**src/rtl/fpss_pkg.sv**
```systemverilog
// ----------------------------------------------------------------------------
// Five-point stencil sum: shared types and constants
// Widths, configuration register codes and the structs passed between the
// configuration block, the line buffer and the top level.
// ----------------------------------------------------------------------------
package fpss_pkg;

   // Grid and value sizes.
   localparam int MAX_INTERIOR = 1024;
   localparam int VALUE_BITS   = 32;
   localparam int POS_BITS     = 11;
   localparam int STORE_DEPTH  = MAX_INTERIOR + 2;
   localparam int ADDR_BITS    = $clog2(STORE_DEPTH);
   localparam int CSR_BITS     = 11;
   localparam int CSR_IDX_BITS = 3;

   // Configuration register indexes.
   typedef enum logic [CSR_IDX_BITS-1:0] {
      CSR_INTERIOR_WIDTH = 3'd0,
      CSR_TILE_HEIGHT    = 3'd1,
      CSR_TILE_WIDTH     = 3'd2,
      CSR_TILES_DOWN     = 3'd3,
      CSR_TILES_ACROSS   = 3'd4
   } csr_index_type;

   // Reset values of the configuration registers.
   localparam logic [CSR_BITS-1:0] RST_INTERIOR_WIDTH = 11'd1024;
   localparam logic [CSR_BITS-1:0] RST_TILE_HEIGHT    = 11'd1024;
   localparam logic [CSR_BITS-1:0] RST_TILE_WIDTH     = 11'd1024;
   localparam logic [CSR_BITS-1:0] RST_TILES_DOWN     = 11'd1;
   localparam logic [CSR_BITS-1:0] RST_TILES_ACROSS   = 11'd1;

   typedef logic signed [VALUE_BITS-1:0] value_type;
   typedef logic [POS_BITS-1:0]          pos_type;

   // Derived geometry from the configuration registers.
   typedef struct packed {
      pos_type last;   // last padded index of a row or column
      pos_type rmax;   // last covered interior row
      pos_type cmax;   // last covered interior column
   } cfg_type;

   // One line buffer entry: padded rows r-2 and r-1 at one column.
   typedef struct packed {
      value_type older;
      value_type newer;
   } entry_type;

   // Neighborhood of the point above the arriving value.
   typedef struct packed {
      value_type left;
      value_type top;
      value_type centre;
      value_type right;
   } window_type;

   // Padded position of the arriving value.
   typedef struct packed {
      pos_type row;
      pos_type col;
   } position_type;

endpackage

```
**src/rtl/fpss_csr.sv**
```systemverilog
// ----------------------------------------------------------------------------
// Five-point stencil sum: configuration registers
// Holds the five geometry registers and derives the row length and the
// clipped extent of the covered region.
// ----------------------------------------------------------------------------
module fpss_csr (
   input  logic                              clock,
   input  logic                              reset,
   input  logic                              csr_we,
   input  logic [fpss_pkg::CSR_IDX_BITS-1:0] csr_index,
   input  logic [fpss_pkg::CSR_BITS-1:0]     csr_wdata,
   output fpss_pkg::cfg_type                 cfg
);

   logic [fpss_pkg::CSR_BITS-1:0] width_ff;
   logic [fpss_pkg::CSR_BITS-1:0] theight_ff;
   logic [fpss_pkg::CSR_BITS-1:0] twidth_ff;
   logic [fpss_pkg::CSR_BITS-1:0] tdown_ff;
   logic [fpss_pkg::CSR_BITS-1:0] tacross_ff;

   logic [fpss_pkg::POS_BITS-1:0]     side;
   logic [2*fpss_pkg::CSR_BITS-1:0]   rows_span;
   logic [2*fpss_pkg::CSR_BITS-1:0]   cols_span;

   // Register writes.
   always_ff @(posedge clock) begin
      if (reset) begin
         width_ff   <= fpss_pkg::RST_INTERIOR_WIDTH;
         theight_ff <= fpss_pkg::RST_TILE_HEIGHT;
         twidth_ff  <= fpss_pkg::RST_TILE_WIDTH;
         tdown_ff   <= fpss_pkg::RST_TILES_DOWN;
         tacross_ff <= fpss_pkg::RST_TILES_ACROSS;
      end else if (csr_we) begin
         unique case (csr_index)
            fpss_pkg::CSR_INTERIOR_WIDTH: width_ff   <= csr_wdata;
            fpss_pkg::CSR_TILE_HEIGHT:    theight_ff <= csr_wdata;
            fpss_pkg::CSR_TILE_WIDTH:     twidth_ff  <= csr_wdata;
            fpss_pkg::CSR_TILES_DOWN:     tdown_ff   <= csr_wdata;
            fpss_pkg::CSR_TILES_ACROSS:   tacross_ff <= csr_wdata;
            default: begin
            end
         endcase
      end
   end

   // Interior side clamped to the supported range.
   always_comb begin
      if (width_ff == '0) begin
         side = fpss_pkg::POS_BITS'(1);
      end else if (width_ff > fpss_pkg::POS_BITS'(fpss_pkg::MAX_INTERIOR)) begin
         side = fpss_pkg::POS_BITS'(fpss_pkg::MAX_INTERIOR);
      end else begin
         side = width_ff;
      end
   end

   // Covered region, clipped to the interior.
   assign rows_span = theight_ff * tdown_ff;
   assign cols_span = twidth_ff * tacross_ff;

   always_comb begin
      cfg.last = side + fpss_pkg::POS_BITS'(1);
      cfg.rmax = (rows_span < {{fpss_pkg::CSR_BITS{1'b0}}, side}) ?
                 rows_span[fpss_pkg::POS_BITS-1:0] : side;
      cfg.cmax = (cols_span < {{fpss_pkg::CSR_BITS{1'b0}}, side}) ?
                 cols_span[fpss_pkg::POS_BITS-1:0] : side;
   end

endmodule

```
**config.mk**
```make
export PLATFORM = sky130hd
export DESIGN_NAME = fpss_csr
export DESIGN_NICKNAME = d
export VERILOG_FILES = /design/src/rtl/fpss_pkg.sv /design/src/rtl/fpss_csr.sv
export SDC_FILE = /design/constraint.sdc
export NUM_CORES = 1
export LEC_CHECK = 0
export BUFFER_PORTS_ARGS = -buffer_cell sky130_fd_sc_hd__buf_4
export CAP_MARGIN = 10
export CORE_MARGIN = 2
export CORE_UTILIZATION = 45
export DETAILED_ROUTE_END_ITERATION = 16
export PLACE_DENSITY_LB_ADDON = 0.3
export SYNTH_ARGS = -nofsm -noshare
export SYNTH_HDL_FRONTEND = slang
export SYNTH_SLANG_ARGS = --single-unit
```
**constraint.sdc**
```tcl
create_clock -name clock -period 7.1 [get_ports clock]
set_input_delay 0.71 -clock clock [delete_from_list [all_inputs] [get_ports clock]]
set_output_delay 0.71 -clock clock [all_outputs]
set_load 0.05 [all_outputs]
```
==> metrics.sh, run 1 <==
POST_ROUTE_CELLS_DRIVE_ABOVE_1_SHARE_PCT=18.19
SETUP.REG_TO_REG.WORST_SLACK_NS=5.73
PERIOD_NEEDED_NS=7.647
FMAX_GHz=0.1308
YOSYS.AREA_SHARE.XOR_XNOR_PCT=2.387
GRT_SETUP_UNREPAIRED='yes'
DEPTH_OF_THE_MOST_CRITICAL_REG_TO_REG_PATH=3
COMPOUND_GATE_PORTION_OF_THE_SYNTHESIZED_AREA_PCT=9.889
R2R-START='width_ff[10]'
TIMING.CRITICAL_PATH.REQUIRED_NS=6.39
DRCVIOLATIONCOUNT=0
CRITICAL_PATH.REG2REG.ENDPOINT='width_ff[10]'
P_SW_uW=260.2
GR-USAGE-ALL-LAYERS_PCT=23.52
STATIC-LEAKAGE-POWER_nW=6.808
FLOORPLAN.DIE_AREA_UM2=26560
ROUTE.VIAS.TOTAL=9591
POST_SYNTH_INSTANCE_AREA_UM2=11370
SYNTH.FF_LATCH_COUNT=55
SYNTH_SIMPLE_GATE_AREA_SHARE_PCT=21.82
WORST-ENDPOINT-ARRIVAL_NS=6.94
PATH_CLK_SLEW_NS=0.07
FIN_WORST_HOLD_SLACK_NS=0.5083
SHARE_COMB_OF_TOTAL_POWER_PCT=29.1
OVERFLOW=0
SYNTHDISTINCTLIBCELLS=57
TIMING.SLEW.HEADROOM_PCT=51.70
ANTENNA_VIOL_NETS_FINAL=0
SLEW_VIOL_FINAL=0
DP_HPWL_UM=25450
STARTPOINT_TYPE='flip-flop'
IOPINCOUNT=50
TRITONCTS_NUM_SINKS=55
WORSTHOLDSTART='tacross_ff[5]'
MAPPEDNETLISTNETS=1708
HOLD_BUFFERS=0
NUM-FILL-CELLS=2335
GRT_PASS1_VIAS=9838
YS_ASYNC_SR_FRACTION_PCT=0
CTS_INSERTED_BUFFERS=5
HOLD_CLASS='reg -> reg'
GLOBAL_ROUTE_WIRE_LENGTH_BEFORE_REPAIR_UM=50050
HTREE_NUM_LEVELS=2
SYN2LAYOUT_AREA_GROWTH_PCT=18.15
BUFFER_PORTS.INSERTED=49
NETSWITCHINGFRACTION_PCT=30.20
FINALWIRELENGTH_UM=30690
SYNTH_FLOP_CELL='sky130_fd_sc_hd__dfxtp_1'
VIAS_PER_CELL=5.255
DOMINANT_COMBINATIONAL_CELL_FAMILY_BY_AREA_AFTER_SYNTHESIS='adder cells'
P_CLK_SHARE_PCT=33.1
DRV.MAX_CAP_VIOLATION_COUNT=0
SEQ_POWER_SHARE_PCT=37.8
RUN_STATUS='complete, but fails checks'
CLKLATENCYLATEPIN_NS=0.29
LARGEST_NET_DEGREE_AT_THE_START_OF_GLOBAL_ROUTING=56
POST_DP_CELL_AREA_UM2=12800
DIE_H_UM=163.0
YOSYS_WARNING_COUNT=0
HOLD_VIOLATIONS=0
WORST_IR_DROP_VDD_mV=0.1196
FINISH.INSTANCE_AREA_UM2=13440
CRITICAL_PATH.MAX_STAGE_DELAY_NS=0.53
ROW_COUNT=58
CTS_TREE='built'
DRTITER0DRC=464
SYNTHMUXAREASHARE_PCT=2.805
ANTENNA_FOUND_INITIAL=0
VIOLATIONS_IN_THE_FINAL_REPORTS='setup timing'
CPMAXSTAGEDELAYCELL='sky130_fd_sc_hd__fa_1'
DETAIL_ROUTE.FIRST_PASS.ITERATIONS=5
SYN_AREA_PER_CELL_UM2=8.183
FINALWEIGHTEDCONGESTION=0.8697
WORSTPATHMAXFANOUT=6
FIN_SETUP_TNS_NS=-7.921
POWER_DENSITY_nW_PER_UM2=64.12
TIGHTEST_SLEW_NS=0.7218
CTSLONGESTPATHBUFFERS=2
CRIT_TYPE='reg -> out'
SYNTH_CELLS=1390
CRIT_PATH_END_KIND='output pin'
FLOORPLAN.INITIALDENSITY_PCT=45.56
NUMBER_OF_SYNTHESIZED_FLOPS_WITH_AN_ENABLE_PIN=0
TIMING.CLOCK.SKEW_NS=0
CLOCKROOTBUFFER='sky130_fd_sc_hd__clkbuf_16'
CRIT_PATH_TOP_CELL_BY_COUNT='sky130_fd_sc_hd__fa_1'
POST_DRT_WL_PER_CELL_UM=16.82
SYNTH_SEQUENTIAL_AREA_RATIO_PCT=9.680
MIN_DELAY_PATH_DEPTH=2
SETUP_VIOL_COUNT_FINAL=22
HOLD_END='tacross_ff[5]'
POWER.INTERNAL_uW=601.5
FINAL_CRITICAL_PATH_SHARE_OF_THE_CLOCK_PERIOD_PCT=107.7
DIE_WIDTH_UM=163.0
FINAL_NET_COUNT=1812
CORE_UM2=24960
FINALWORSTSETUPSLACK_NS=-0.5469
SYNTHADDERAREAFRAC_PCT=43.67
DIODES=0
## worst max-delay path: cells and delay by family, from the launching register on
family                   cells  cell delay (ns)
AO/OA/AOI/OAI                6             1.48
XOR/XNOR                     1             0.15
adder cells (fa/ha/maj)      7             2.95
buffers and inverters        5             0.48
flip-flops                   1             0.40
multiplexers                 1             0.31
AND/OR/NAND/NOR              5             0.89
## stage by stage
step	cells	power [mW]	worst slack [ns]	utilization, %
6_report	1825	0.8617	-0.5469	53.83
3_3_place_gp	1804	0.5523	-0.3610	51.27
4_1_cts	1823	0.8588	-0.5852	53.52
5_1_grt	1825	0.8957	-0.8127	53.83
3_5_place_dp	1804	0.5556	-0.4879	51.27
2_1_floorplan	1390	0.4815	-0.2860	-
## cell usage after synthesis (13+ instances only)
| master | number | area, um2 |
|---|---|---|
| sky130_fd_sc_hd__ha_1 | 141 | 1764 |
| sky130_fd_sc_hd__nor2b_1 | 15 | 93.84 |
| sky130_fd_sc_hd__inv_1 | 223 | 837.1 |
| sky130_fd_sc_hd__nand3_1 | 19 | 95.09 |
| sky130_fd_sc_hd__fa_1 | 160 | 3203 |
| sky130_fd_sc_hd__o21ai_0 | 27 | 135.1 |
| sky130_fd_sc_hd__nand2_1 | 240 | 900.9 |
| sky130_fd_sc_hd__and2_1 | 142 | 888.4 |
| sky130_fd_sc_hd__nor2_1 | 34 | 127.6 |
| sky130_fd_sc_hd__a21oi_1 | 84 | 420.4 |
| sky130_fd_sc_hd__clkbuf_1 | 68 | 255.2 |
| sky130_fd_sc_hd__a21o_1 | 13 | 97.59 |
| sky130_fd_sc_hd__xor2_1 | 13 | 113.9 |
| sky130_fd_sc_hd__dfxtp_1 | 55 | 1101 |
| sky130_fd_sc_hd__xnor2_1 | 18 | 157.7 |
## placed cells by master (no fill, tap or decap), types with 15 or more instances in the layout
| cell type | synthesis | routed |
|---|---|---|
| sky130_fd_sc_hd__dfxtp_1 | 55 | 36 |
| sky130_fd_sc_hd__nand3_1 | 19 | 19 |
| sky130_fd_sc_hd__nor2_1 | 34 | 32 |
| sky130_fd_sc_hd__xnor2_1 | 18 | 16 |
| sky130_fd_sc_hd__mux2_4 | 9 | 19 |
| sky130_fd_sc_hd__fa_1 | 160 | 157 |
| sky130_fd_sc_hd__o21ai_0 | 27 | 24 |
| sky130_fd_sc_hd__dfxtp_2 | 0 | 15 |
| sky130_fd_sc_hd__ha_1 | 141 | 128 |
| sky130_fd_sc_hd__inv_1 | 223 | 219 |
| sky130_fd_sc_hd__buf_4 | 0 | 138 |
| sky130_fd_sc_hd__buf_6 | 1 | 25 |
| sky130_fd_sc_hd__and2_1 | 142 | 138 |
| sky130_fd_sc_hd__nor2b_1 | 15 | 15 |
| sky130_fd_sc_hd__nand2_1 | 240 | 237 |
| sky130_fd_sc_hd__a21oi_1 | 84 | 82 |
## area by class of cell
class | count | area (um2) | share of cell area (%)
clock buffers | 6 | 138.9 | 1.033
clock inverters | 2 | 35.03 | 0.2607
inverters | 223 | 837.1 | 6.228
multi-input cells | 1042 | 9503 | 70.71
flip-flops and latches | 55 | 1135 | 8.444
well taps | 330 | 412.9 | 3.072
repair buffers | 167 | 1378 | 10.25
## logic make-up (layout without fill, tap and decap cells)
| family | count (synthesis) | after routing |
|---|---|---|
| multiplexers | 26 | 26 |
| XOR/XNOR | 31 | 31 |
| AND/OR/NAND/NOR | 503 | 503 |
| AO/OA/AOI/OAI | 181 | 181 |
| flip-flops | 55 | 55 |
| buffers and inverters | 293 | 398 |
| adder cells (fa/ha/maj) | 301 | 301 |
## layer usage
layer,vias up,GRT usage (%),share of wire (%)
met4,0,5.511,2.2
met5,-,0,0
met2,218,44.41,53
met1,4721,29.31,41
li1,4601,-,-
met3,51,1.299,3.1
## power by group through the flow
stage / logic (mW) / clock network [mW] / registers (mW)
6_report: 0.250 / 0.285 / 0.326
5_1_grt: 0.270 / 0.299 / 0.327
4_1_cts: 0.248 / 0.285 / 0.326
3_5_place_dp: 0.222 / 0 / 0.334
3_3_place_gp: 0.219 / 0 / 0.333
2_1_floorplan: 0.155 / 0 / 0.327
## flip-flops by register name, indices dropped and copies added, names as in the netlist
name        cells
theight_ff     11
tdown_ff       11
twidth_ff      11
width_ff       11
tacross_ff     11
## repair_timing
action                                  CTS  global route
endpoints found under the setup margin   22            22
endpoints found under the hold margin     0             0
buffers inserted                          9             2
gates cloned                              2             0
gates resized for setup                  83            13
pin swaps                                37            12
## how the worst max path moves through the flow
stage | cells after the start | start | slack (ns) | end
after floorplan | 26 | theight_ff[7] | -0.29 | cfg[11]
after global placement | 25 | theight_ff[7] | -0.36 | cfg[21]
after detailed placement | 25 | theight_ff[5] | -0.49 | cfg[21]
after CTS | 26 | tdown_ff[2] | -0.59 | cfg[19]
after global routing | 28 | tdown_ff[3] | -0.81 | cfg[21]
final | 25 | theight_ff[5] | -0.55 | cfg[21]
Power figures use the tool's default switching activity.
==> inputs of run 2 (changes only) <==
--- a/config.mk
+++ b/config.mk
@@ -7,9 +7,9 @@
 export LEC_CHECK = 0
 export BUFFER_PORTS_ARGS = -buffer_cell sky130_fd_sc_hd__buf_4
 export CAP_MARGIN = 10
-export CORE_MARGIN = 2
 export CORE_UTILIZATION = 45
 export DETAILED_ROUTE_END_ITERATION = 16
+export MAX_ROUTING_LAYER = met4
 export PLACE_DENSITY_LB_ADDON = 0.3
 export SYNTH_ARGS = -nofsm -noshare
 export SYNTH_HDL_FRONTEND = slang
==> run 2 against run 1 <==
Net effect:
- the flow still finishes with violations (setup timing)
- clock power is 8.4% lower
- sequential power hardly changed
- maximum frequency is 0.41% higher
- die area is 2.4% lower
- via count is 0.82% higher
- sequential share of layout area hardly changed
- non-clock buffer count is 10 higher
- register-to-register slack worse by 0.02 ns
- combinational power is 2% higher
- flip-flop and latch count stayed put
==> metrics.sh, run 2 (synthesis results as in run 1) <==
RUN_STATUS='complete, but fails checks'
VIOLATIONS_IN_THE_FINAL_REPORTS='setup timing'
ANTENNA_VIOL_NETS_FINAL=0
TIGHTEST_SLEW_NS=0.7268
DIE_H_UM=161.0
ANTENNA_FOUND_INITIAL=0
SHARE_COMB_OF_TOTAL_POWER_PCT=30.2
FINAL_NET_COUNT=1822
MIN_DELAY_PATH_DEPTH=2
POST_DRT_WL_PER_CELL_UM=16.96
DIE_WIDTH_UM=161.0
CRIT_PATH_TOP_CELL_BY_COUNT='sky130_fd_sc_hd__buf_4'
CTSLONGESTPATHBUFFERS=2
CTS_TREE='built'
DRV.MAX_CAP_VIOLATION_COUNT=0
LARGEST_NET_DEGREE_AT_THE_START_OF_GLOBAL_ROUTING=56
MULTI_INPUT_COMB_AREA_UM2=9550
P_CLK_SHARE_PCT=31.1
CLKLATENCYLATEPIN_NS=0.30
NUM-FILL-CELLS=2218
HOLD_BUFFERS=0
CRIT_TYPE='reg -> out'
POWER_DENSITY_nW_PER_UM2=61.91
HTREE_NUM_LEVELS=2
MET1_LENGTH_UM=12600
FINAL_CRITICAL_PATH_SHARE_OF_THE_CLOCK_PERIOD_PCT=107.3
CPMAXSTAGEDELAYCELL='sky130_fd_sc_hd__fa_1'
CTS_INSERTED_BUFFERS=5
PATH_CLK_SLEW_NS=0.09
MET2ROUTEDLENGTH_UM=16410
VIAS_PER_CELL=5.287
OVERFLOW=0
POST_ROUTE_CELLS_DRIVE_ABOVE_1_SHARE_PCT=19.80
DP_HPWL_UM=25340
FLOORPLAN.INITIALDENSITY_PCT=46.36
TRITONCTS_NUM_SINKS=55
TIMING.CRITICAL_PATH.REQUIRED_NS=6.39
GR-USAGE-ALL-LAYERS_PCT=24.64
FMAX_GHz=0.1313
STATIC-LEAKAGE-POWER_nW=6.848
DIODES=0
ROW_COUNT=57
SEQ_AREA_UM2=1145
WORST-ENDPOINT-ARRIVAL_NS=6.91
SYN2LAYOUT_AREA_GROWTH_PCT=19.51
CORE_UM2=24530
GRT_SETUP_UNREPAIRED='yes'
FINALWEIGHTEDCONGESTION=0.9176
CRITICAL_PATH.MAX_STAGE_DELAY_NS=0.54
CLOCKROOTBUFFER='sky130_fd_sc_hd__clkbuf_16'
WORSTPATHMAXFANOUT=5
FINALWORSTSETUPSLACK_NS=-0.5155
DETAIL_ROUTE.FIRST_PASS.ITERATIONS=5
COMMONEST_CELLS_AFTER_ROUTING_FILL_AND_TAPS_ASIDE='sky130_fd_sc_hd__nand2_1, sky130_fd_sc_hd__inv_1, sky130_fd_sc_hd__fa_1, sky130_fd_sc_hd__buf_4, sky130_fd_sc_hd__and2_1'
DRTITER0DRC=478
CRIT_PATH_END_KIND='output pin'
SETUP.REG_TO_REG.WORST_SLACK_NS=5.71
DRCVIOLATIONCOUNT=0
NETSWITCHINGFRACTION_PCT=32.89
SEQ_POWER_SHARE_PCT=38.7
STARTPOINT_TYPE='flip-flop'
TIMING.CLOCK.SKEW_NS=0
LAYOUT.CELLS.MOST_COMMON='sky130_fd_sc_hd__nand2_1'
POWER.INTERNAL_uW=564.8
TIMING.SLEW.HEADROOM_PCT=51.37
DP_WORST_SETUP_SLACK_NS=-0.5294
HIGHEST-SIGNAL-LAYER='met4'
HOLD_CLASS='reg -> reg'
HOLD_VIOLATIONS=0
BUFFER_PORTS.INSERTED=49
GRT_PASS1_VIAS=9727
SLEW_VIOL_FINAL=0
WORST_IR_DROP_VDD_mV=0.1016
FLOORPLAN.DIE_AREA_UM2=25920
ROUTE.VIAS.TOTAL=9670
SETUP_VIOL_COUNT_FINAL=22
IOPINCOUNT=50
PERIOD_NEEDED_NS=7.616
DEPTH_OF_THE_MOST_CRITICAL_REG_TO_REG_PATH=3
MET3WIRELENGTH_UM=1039
GLOBAL_ROUTE_WIRE_LENGTH_BEFORE_REPAIR_UM=49450
P_SW_uW=276.8
FIN_SETUP_TNS_NS=-7.756
FINALWIRELENGTH_UM=31020
==> run 2: metrics by stage <==
step                cells  utilization (%)  hold WS [ns]  area, um2  total power, mW
floorplan            1390                -        0.4435      11580           0.4815
global route         1829            55.41        0.5579      13590           0.8759
CTS                  1825            54.62        0.5155      13400           0.8399
detailed placement   1795            52.10        0.5206      12780           0.5575
finish               1829            55.41        0.5314      13590           0.8416
global placement     1795            52.10        0.5167      12780           0.5548
==> run 2: cell type report <==
class / count / share of cell area, %
clock buffers: 5 / 0.9204
repair buffers: 177 / 11.02
clock inverters: 3 / 0.2485
well taps: 324 / 2.982
multi-input cells: 1042 / 70.25
flip-flops and latches: 55 / 8.422
inverters: 223 / 6.157
==> run 2: power groups by stage <==
| stage | clock network (mW) | logic (mW) | registers, mW |
|---|---|---|---|
| floorplan | 0 | 0.155 | 0.327 |
| global placement | 0 | 0.220 | 0.334 |
| detailed placement | 0 | 0.223 | 0.334 |
| CTS | 0.264 | 0.250 | 0.326 |
| global route | 0.276 | 0.273 | 0.327 |
| finish | 0.261 | 0.254 | 0.326 |
==> run 2: repair_timing <==
| item | 4_1_cts | 5_1_grt |
|---|---|---|
| pin swaps | 39 | 25 |
| setup endpoints to repair | 22 | 22 |
| buffers inserted | 21 | 4 |
| resized for setup | 80 | 43 |
| gates cloned | 2 | 0 |
==> run 2: routing by layer <==
metal / vias up / GRT usage, %
met3: 56 / 1.438
met2: 228 / 44.51
met4: 0 / 7.118
li1: 4630 / -
met5: - / -
met1: 4756 / 29.53
==> run 2: path summary, 6_finish.rpt <==
path | start | endpoint
worst max-delay path | tdown_ff[2] | cfg[13]
worst min-delay path | tacross_ff[5] | tacross_ff[5]
worst max register to register | width_ff[10] | width_ff[10]
worst min register to register | tacross_ff[5] | tacross_ff[5]
==> run 2: critical path, delay by kind of cell, from the launching register on <==
family | cells | cell delay (ns)
buffers and inverters | 15 | 1.75
AO/OA/AOI/OAI | 5 | 0.83
multiplexers | 1 | 0.30
adder cells (fa/ha/maj) | 6 | 2.70
flip-flops | 1 | 0.37
AND/OR/NAND/NOR | 4 | 0.65
==> inputs of run 3 (changes only) <==
--- a/config.mk
+++ b/config.mk
@@ -5,8 +5,10 @@
 export SDC_FILE = /design/constraint.sdc
 export NUM_CORES = 1
 export LEC_CHECK = 0
+export ABC_AREA = 1
 export BUFFER_PORTS_ARGS = -buffer_cell sky130_fd_sc_hd__buf_4
 export CAP_MARGIN = 10
+export CORE_MARGIN = 2
 export CORE_UTILIZATION = 45
 export DETAILED_ROUTE_END_ITERATION = 16
 export MAX_ROUTING_LAYER = met4
==> run 3 against run 2 <==
Net effect:
- the flow now finishes without violations
- cell area decreased by 5.7%
- combinational power up 46%
- power increased by 21%
- setup slack gained 0.92 ns
- maximum frequency grew 14%
- clock skew unchanged
- critical path type unchanged
==> metrics.sh, run 3 <==
DEPTH_OF_THE_MOST_CRITICAL_REG_TO_REG_PATH=2
SHARE_COMB_OF_TOTAL_POWER_PCT=36.4
COUNT_OF_BUFFERING_CELLS_ON_THE_CRITICAL_PATH_WITH_INVERTERS_INCLUDED=6
DIE_H_UM=167.0
SYN2LAYOUT_AREA_GROWTH_PCT=7.165
POST_SYNTH_INSTANCE_AREA_UM2=11960
CRIT_PATH_END_KIND='output pin'
HOLD_VIOLATIONS=0
BUFFER_PORTS.INSERTED=49
FIN_WORST_HOLD_SLACK_NS=0.4965
TIMING.SLEW.HEADROOM_PCT=45.24
POST_SYNTH_MOST_FREQUENT_CELLS='sky130_fd_sc_hd__nand2_1, sky130_fd_sc_hd__inv_1, sky130_fd_sc_hd__fa_1'
DRV.MAX_CAP_VIOLATION_COUNT=0
FINALPOWER_mW=1.017
GRT_SETUP_UNREPAIRED='no'
CRIT_TYPE='reg -> out'
NETLIST.TOP_CELL.BY_AREA='sky130_fd_sc_hd__fa_1'
MIN_DELAY_PATH_DEPTH=2
ROUTE.VIAS.TOTAL=10550
POST_ROUTE_CELLS_DRIVE_ABOVE_1_SHARE_PCT=7.312
SYNTHMOSTINSTANTIATEDCELL='sky130_fd_sc_hd__nand2_1'
SYNTH_SEQUENTIAL_AREA_RATIO_PCT=9.205
TIGHTEST_SLEW_NS=0.8183
P_CLK_SHARE_PCT=28.8
FIN_SETUP_TNS_NS=0
LAYOUT.CELLS.NON_FILLER=2113
CRITICAL_PATH.REG2REG.ENDPOINT='width_ff[10]'
DRCVIOLATIONCOUNT=0
RUN_STATUS='complete, no violations'
POWER_DENSITY_nW_PER_UM2=79.32
PLACE.DETAILED.INSTANCES=2101
FINALWEIGHTEDCONGESTION=0.9123
GLOBAL_ROUTE_WIRE_LENGTH_BEFORE_REPAIR_UM=52210
LAYOUT.CELLS.MOST_COMMON='sky130_fd_sc_hd__nand2_1'
DP_HPWL_UM=24770
YS_ASYNC_SR_FRACTION_PCT=0
TIMING.CLOCK.SKEW_NS=0
CTS_TREE='built'
P_SW_uW=402.0
ANTENNA_VIOL_NETS_FINAL=0
CORE_UM2=26060
WORST_IR_DROP_VDD_mV=0.1139
CTSLONGESTPATHBUFFERS=2
ROW_COUNT=59
NETLIST.AREA_LEADER.SHARE_PCT=26.78
SYN_AREA_PER_CELL_UM2=6.762
SEQ_POWER_SHARE_PCT=34.7
CPMAXSTAGEDELAYCELL='sky130_fd_sc_hd__fa_1'
COMMONEST_CELLS_AFTER_ROUTING_FILL_AND_TAPS_ASIDE='sky130_fd_sc_hd__nand2_1, sky130_fd_sc_hd__inv_1, sky130_fd_sc_hd__fa_1, sky130_fd_sc_hd__nor2_1, sky130_fd_sc_hd__ha_1'
TRITONCTS_NUM_SINKS=55
STATIC-LEAKAGE-POWER_nW=8.095
DETAIL_ROUTE.FIRST_PASS.ITERATIONS=5
LARGEST_NET_DEGREE_AT_THE_START_OF_GLOBAL_ROUTING=56
DIODES=0
DIE_WIDTH_UM=167.0
ANTENNA_FOUND_INITIAL=0
FMAX_GHz=0.1493
CTS_INSERTED_BUFFERS=5
PERIOD_NEEDED_NS=6.699
GRT_PASS1_VIAS=10790
SYNTH_CELLS=1769
SYNTH.FF_LATCH_COUNT=55
WORSTPATHMAXFANOUT=12
POST_DRT_WL_PER_CELL_UM=14.21
FLOORPLAN.DIE_AREA_UM2=27900
CRITICAL_PATH.MAX_STAGE_DELAY_NS=0.56
FINAL_CRITICAL_PATH_SHARE_OF_THE_CLOCK_PERIOD_PCT=94.35
SYNTHDISTINCTLIBCELLS=37
OVERFLOW=0
GR-USAGE-ALL-LAYERS_PCT=23.33
MAPPEDNETLISTNETS=2087
VIAS_PER_CELL=4.995
FLOORPLAN.INITIALDENSITY_PCT=45.90
CRIT_PATH_TOP_CELL_BY_COUNT='sky130_fd_sc_hd__fa_1'
CLOCKROOTBUFFER='sky130_fd_sc_hd__clkbuf_16'
DRTITER0DRC=607
HOLD_BUFFERS=0
PATH_CLK_SLEW_NS=0.08
WORST-ENDPOINT-ARRIVAL_NS=5.99
WORSTHOLDSTART='width_ff[7]'
SYNTH_FLOP_CELL='sky130_fd_sc_hd__dfxtp_1'
POST_SYNTH_MAIN_AREA_CONTRIBUTORS='sky130_fd_sc_hd__fa_1, sky130_fd_sc_hd__nand2_1, sky130_fd_sc_hd__ha_1'
R2R-START='width_ff[10]'
CLKLATENCYLATEPIN_NS=0.30
CP_TOP_FAMILY='adder cells'
SETUP_VIOL_COUNT_FINAL=0
HOLD_CLASS='reg -> reg'
TIMING.CRITICAL_PATH.REQUIRED_NS=6.39
HOLD_END='width_ff[7]'
NETSWITCHINGFRACTION_PCT=39.54
FINALWIRELENGTH_UM=30030
HTREE_NUM_LEVELS=2
FINAL_NET_COUNT=2095
YOSYS_WARNING_COUNT=0
NUMBER_OF_SYNTHESIZED_FLOPS_WITH_AN_ENABLE_PIN=0
FINALCOREUTILIZATION_PCT=49.19
STARTPOINT_TYPE='flip-flop'
IOPINCOUNT=50
SETUP.REG_TO_REG.WORST_SLACK_NS=5.83
CRIT_CELLS=25
SLEW_VIOL_FINAL=0
POWER.INTERNAL_uW=614.7
run 3: changes by cell type in the layout (fill, tap and decap cells not counted), moves of 43 or more:
cell                      previous run  this run
sky130_fd_sc_hd__nand2_1           235       503
sky130_fd_sc_hd__and2_1            138         2
sky130_fd_sc_hd__nor2_1             34       148
sky130_fd_sc_hd__nand3_1            19        63
sky130_fd_sc_hd__a21oi_1            79        36
sky130_fd_sc_hd__inv_1             214       437
sky130_fd_sc_hd__buf_4             144        65
run 3: per-layer routing:
metal	wire length [um]	vias up	GRT usage, %
met1	12410	5030	27.66
met3	1018	63	1.378
met2	15470	250	42.06
li1	-	5211	-
met4	1126	0	7.984
met5	0	-	-
run 3: repair_timing:
action                     CTS  global route
setup buffers                0             4
resized for setup            0            28
setup endpoints to repair    0            22
run 3: worst max-delay path by stage:
stage	from	to	slack, ns
finish	twidth_ff[7]	cfg[7]	0.40
CTS	twidth_ff[7]	cfg[2]	0.09
detailed placement	twidth_ff[7]	cfg[2]	0.44
global placement	twidth_ff[7]	cfg[10]	0.49
floorplan	theight_ff[5]	cfg[16]	0.94
global route	twidth_ff[7]	cfg[7]	0.001
run 3: worst min-delay path, stage by stage, from the launching register on:
cell,delay [ns]
sky130_fd_sc_hd__dfxtp_1,0.33
sky130_fd_sc_hd__inv_1,0.06
sky130_fd_sc_hd__a21oi_1,0.05
run 3: kinds of logic (layout without fill, tap and decap cells):
group | Yosys count | after routing | share of synthesized area, %
flops | 55 | 55 | 9.205
xor+xnor | 24 | 24 | 1.757
buf+inv | 505 | 514 | 16.11
fa+ha+maj | 301 | 301 | 41.53
compound gates | 108 | 108 | 4.801
simple gates | 776 | 776 | 26.60
run 3: power by group through the flow:
stage          clock [mW]  combinational, mW  sequential (mW)
2_1_floorplan           0              0.293            0.332
3_3_place_gp            0              0.353            0.359
3_5_place_dp            0              0.358            0.360
4_1_cts             0.296              0.360            0.353
5_1_grt             0.306              0.415            0.355
6_report            0.293              0.370            0.353
run 3: area by class of cell:
class	instances	area (um2)
Clock buffer	5	125.1
Clock inverter	3	50.05
Fill cell	2644	13240
Inverter	441	1655
Multi-Input combinational cell	1209	8941
Sequential cell	55	1140
Tap cell	335	419.2
Timing Repair Buffer	65	488.0
run 3: stage by stage:
| step | area [um2] | setup slack, ns |
|---|---|---|
| 2_1_floorplan | 11960 | 0.9423 |
| 3_3_place_gp | 12570 | 0.4853 |
| 3_5_place_dp | 12570 | 0.4376 |
| 4_1_cts | 12740 | 0.09435 |
| 5_1_grt | 12820 | 0.001365 |
| 6_report | 12820 | 0.4009 |
